### config.mk
export PLATFORM = sky130hd
export DESIGN_NAME = ssu_cell
export DESIGN_NICKNAME = d
export VERILOG_FILES = /design/src/rtl/ssu_pkg.sv /design/src/rtl/ssu_cell.sv
export SDC_FILE = /design/constraint.sdc
export NUM_CORES = 1
export LEC_CHECK = 0
export ABC_AREA = 1
export BUFFER_PORTS_ARGS = -buffer_cell sky130_fd_sc_hd__buf_2
export CORE_MARGIN = 5
export CORE_UTILIZATION = 49
export CTS_CLUSTER_DIAMETER = 150
export DETAILED_ROUTE_END_ITERATION = 16
export PLACE_DENSITY = 0.86
export SLEW_MARGIN = 10
export SYNTH_ARGS = -nofsm -noshare
export SYNTH_HDL_FRONTEND = slang
export SYNTH_SLANG_ARGS = --single-unit
### constraint.sdc
create_clock -name clk -period 4.8 [get_ports clk]
set_clock_uncertainty 0.05 [all_clocks]
set_input_delay 1.44 -clock clk [delete_from_list [all_inputs] [get_ports clk]]
set_output_delay 1.44 -clock clk [all_outputs]
set_load 0.05 [all_outputs]
### src/rtl/ssu_pkg.sv
// Package for the stack sort unit.
// Holds the controller state type and the control struct broadcast to the sort cells.
// No dependencies.
package ssu_pkg;

  localparam int unsigned DATA_W = 32;

  typedef enum logic [0:0] {
    ST_LOAD,
    ST_EMIT
  } ssu_state_t;

  typedef struct packed {
    logic                     ins;
    logic                     pop;
    logic signed [DATA_W-1:0] x;
  } ssu_ctl_t;

endpackage

### src/rtl/ssu_cell.sv
// One cell of the insertion chain of the stack sort unit.
// Depends on ssu_pkg for the control struct and data width.
// Holds one value and its valid bit; inserts in order and shifts toward the head on a pop.
module ssu_cell (
  input  logic                             clk,
  input  logic                             rst_n,
  input  ssu_pkg::ssu_ctl_t                ctl,
  input  logic                             prev_shift,
  input  logic signed [ssu_pkg::DATA_W-1:0] prev_val,
  input  logic                             prev_vld,
  input  logic signed [ssu_pkg::DATA_W-1:0] next_val,
  input  logic                             next_vld,
  output logic                             shift,
  output logic signed [ssu_pkg::DATA_W-1:0] val,
  output logic                             vld
);
  import ssu_pkg::*;

  logic signed [DATA_W-1:0] val_r;
  logic signed [DATA_W-1:0] val_nxt;
  logic                     vld_r;
  logic                     vld_nxt;

  assign shift = !vld_r || (val_r > ctl.x);
  assign val   = val_r;
  assign vld   = vld_r;

  always_comb begin
    val_nxt = val_r;
    vld_nxt = vld_r;
    if (ctl.pop) begin
      val_nxt = next_val;
      vld_nxt = next_vld;
    end else if (ctl.ins && shift) begin
      if (prev_shift) begin
        val_nxt = prev_val;
        vld_nxt = prev_vld;
      end else begin
        val_nxt = ctl.x;
        vld_nxt = 1'b1;
      end
    end
  end

  always_ff @(posedge clk) begin
    if (!rst_n) begin
      vld_r <= 1'b0;
    end else begin
      vld_r <= vld_nxt;
    end
  end

  always_ff @(posedge clk) begin
    val_r <= val_nxt;
  end

endmodule

==> flow_summary.toml <==
[sta]
rsz0062_at_grt = "no"
tightest_slew_ns = 0.8640
drv_slew = 0
min_period_over_period = 0.9396
relSlewSlack = 0.4220
fin_crit_ns = 4.510
setup_tns_ns = 0
fmax_mhz = 221.7
fin_ws_ns = 0.2898
setup_violations = 0
hold_violations = 0

[clock_network]
clkSinkCount = 33
hold_buffers = 0
cts_resized = 0
clock_path_buffers = 2
cts_setup_buffers = 0
cts_tree = "done"
h-tree-depth = 2
cts_buffers = 5
cts-root-buf = "clkbuf_8"
clkTransAtPathRegs_ns = 0.07
insertion_delay_ns = 0.28

[power_and_ir_drop]
p_leak_nw = 1.730
switching_share = 0.3757
sequentialPowerShare = 0.402
power.density_nw_per_um2 = 272.0
pwr-share-clk = 0.220
combPwrFrac = 0.377
power_mw = 0.9205
vdd_drop_max_uv = 151.5
power_switching_mw = 0.3458
internal_power_mw = 0.5747

[grt]
grt_pass1_wl_um = 10870
grt_util_all_layers = 0.2093
grt_overflow = 0
grt_max_degree = 35
grt_pass1_vias = 2571
antenna_found_initial = 0

[synthesis]
syn_inst = 304
syn_avg_cell_area_sq_um = 8.499
syn_nets = 439
synth.distinct_cells = 22
synth_area_sq_um = 2584
ys_ff_latch = 33
yosysSeqAreaShare = 0.3797
yosys_warnings = 0

[floorplan]
die_area_sq_um = 6825
io_pins = 137
start_util = 0.5059
die_y_um = 82.62
core_area_sq_um = 5107
chipWidth_um = 82.62
num_rows = 26

[critical_path]
crit_path_start_kind = "input pin"
crit_chain = "buf_2 > inv_1 > ha_1 > nand2_1 > nor2_1 > nand2_1 > inv_1 > nand2_1 > nand2_1 > nand2_1 > nand2_1 > nand2_1 > nand2_1 > nand2_1 > nand2_2 > buf_2"
crit_type = "in2out"
cp_data_arrival_time_ns = 3.02
cp_num_cells = 16
cp_num_buf_inv = 4
cp_top_family = "simple AND/OR/NAND/NOR gates"
critPathMaxFanout = 2
cpPeakStageDelay_ns = 0.29
cpMaxStageDelayCell = "ha_1"
worstRegToRegCells = 15
worst_setup_path_end_kind = "output pin"
cp.required_ns = 3.31
cp_common_cell = "nand2_1"

[layout]
finalNetCount = 570
fillers = 445
drive_above_1_share = 0.3509
area_growth_pct = 30.99
antenna_cells = 0

[min_path]
hold_path_class = "reg2reg"
hold_depth = 2

[detailed_routing]
vias = 2556
wire_per_inst_um = 14.07
viasPerCell = 5.051
finalWirelength_um = 7121
remaining_drc_errors = 0
firstDrtPassIters = 4
antenna_left = 0
drt_iter0_markers = 54

[status]
outcome = "complete, no violations"

[place]
pre_cts_slack_ns = 0.2880
gp_congestion = 0.7751
place_hpwl_um = 5561
placement.io_buffers = 136

[job]
cap_viol_max_count = 0
final timing paths:
check	end	start	slack, ns
max	shift	ctl[15]	0.29
min	vld	vld	0.54
max reg2reg	val[4]	val[13]	2.07
min reg2reg	vld	vld	0.54
worst reg2reg max path, cell delays in order, from the launching register on:
cell	delay, ns
edfxtp_1	0.42
ha_1	0.34
nand2_1	0.07
nor2_1	0.14
nand2_1	0.12
inv_1	0.07
nand2_1	0.05
nand2_1	0.06
nand2_1	0.06
nand2_1	0.06
nand2_1	0.04
nand2_1	0.05
nand2_1	0.07
nand2_2	0.07
nand2_2	0.05
nand2_2	0.62
power groups by stage:
stage	Sequential, mW	Clock [mW]	Combinational, mW
2_1_floorplan	0.477	0	0.142
3_3_place_gp	0.375	0	0.339
3_5_place_dp	0.377	0	0.347
4_1_cts	0.371	0.211	0.350
5_1_grt	0.373	0.224	0.383
6_report	0.370	0.203	0.347
cells by family after synthesis:
kind of cell,count (synthesis),synth area share
flip-flops,33,0.3797
AND/OR/NAND/NOR,97,0.1535
AO/OA/AOI/OAI,84,0.2237
adder cells (fa/ha/maj),32,0.1550
buffers and inverters,58,0.08813
sequential cells by signal (all words and copies together), names as in the netlist:
signal	flops
val	32
vld	1
synthesized netlist by cell type:
master | number | area, sq um
clkbuf_1 | 13 | 48.80
a21oi_2 | 1 | 8.760
inv_1 | 43 | 161.4
nand4_1 | 2 | 12.51
nor4_2 | 1 | 12.51
nand2_2 | 5 | 31.28
nor2_2 | 1 | 6.260
edfxtp_1 | 32 | 960.9
inv_2 | 1 | 3.750
o21ai_0 | 2 | 10.01
a21o_1 | 1 | 7.510
o21a_1 | 29 | 217.7
a21oi_1 | 20 | 100.1
o31ai_1 | 1 | 7.510
o21a_2 | 1 | 8.760
ha_1 | 32 | 400.4
nand3_1 | 3 | 15.01
dfxtp_1 | 1 | 20.02
o211ai_1 | 29 | 217.7
nor2_1 | 15 | 56.30
nand2_1 | 70 | 262.8
clkbuf_8 | 1 | 13.76
metrics by stage:
step | hold WS, ns | cells | cell area (sq um) | util
final | 0.5383 | 506 | 3385 | 0.6627
after global routing | 0.5809 | 506 | 3385 | 0.6627
after CTS | 0.5413 | 506 | 3385 | 0.6627
after detailed placement | 0.5228 | 498 | 3304 | 0.6470
after global placement | 0.5159 | 498 | 3304 | 0.6470
after floorplan | 0.8393 | 304 | 2584 | -
cells in the final DEF (no fill, tap or decap), drive strengths merged:
master and count:
nand4 2, o31ai 1, inv 44, ha 32, o211ai 29, nor4 1, buf 138, nand2 75
dfxtp 1, a21oi 21, o21ai 2, clkbuf 8, a21o 1, nand3 3, nor2 16, o21a 30
edfxtp 32
final cells by class:
type	count	area [sq um]	share of cell area
Clock buffer	8	80.08	0.02366
Inverter	44	165.2	0.04880
Multi-Input combinational cell	213	1375	0.4063
Sequential cell	33	980.9	0.2898
Tap cell	70	87.58	0.02588
Timing Repair Buffer	138	695.7	0.2055
per-layer routing:
metal | track usage | routed length [um] | share of wire | vias to the layer above
li1 | - | - | - | 1310
met1 | 0.2089 | 2597 | 0.36 | 1123
met2 | 0.3958 | 3785 | 0.53 | 96
met3 | 0.05640 | 523 | 0.073 | 27
met4 | 0.1013 | 215 | 0.030 | 0
met5 | 0 | 0 | 0 | -
No activity file was read; power rests on OpenSTA's default activity.
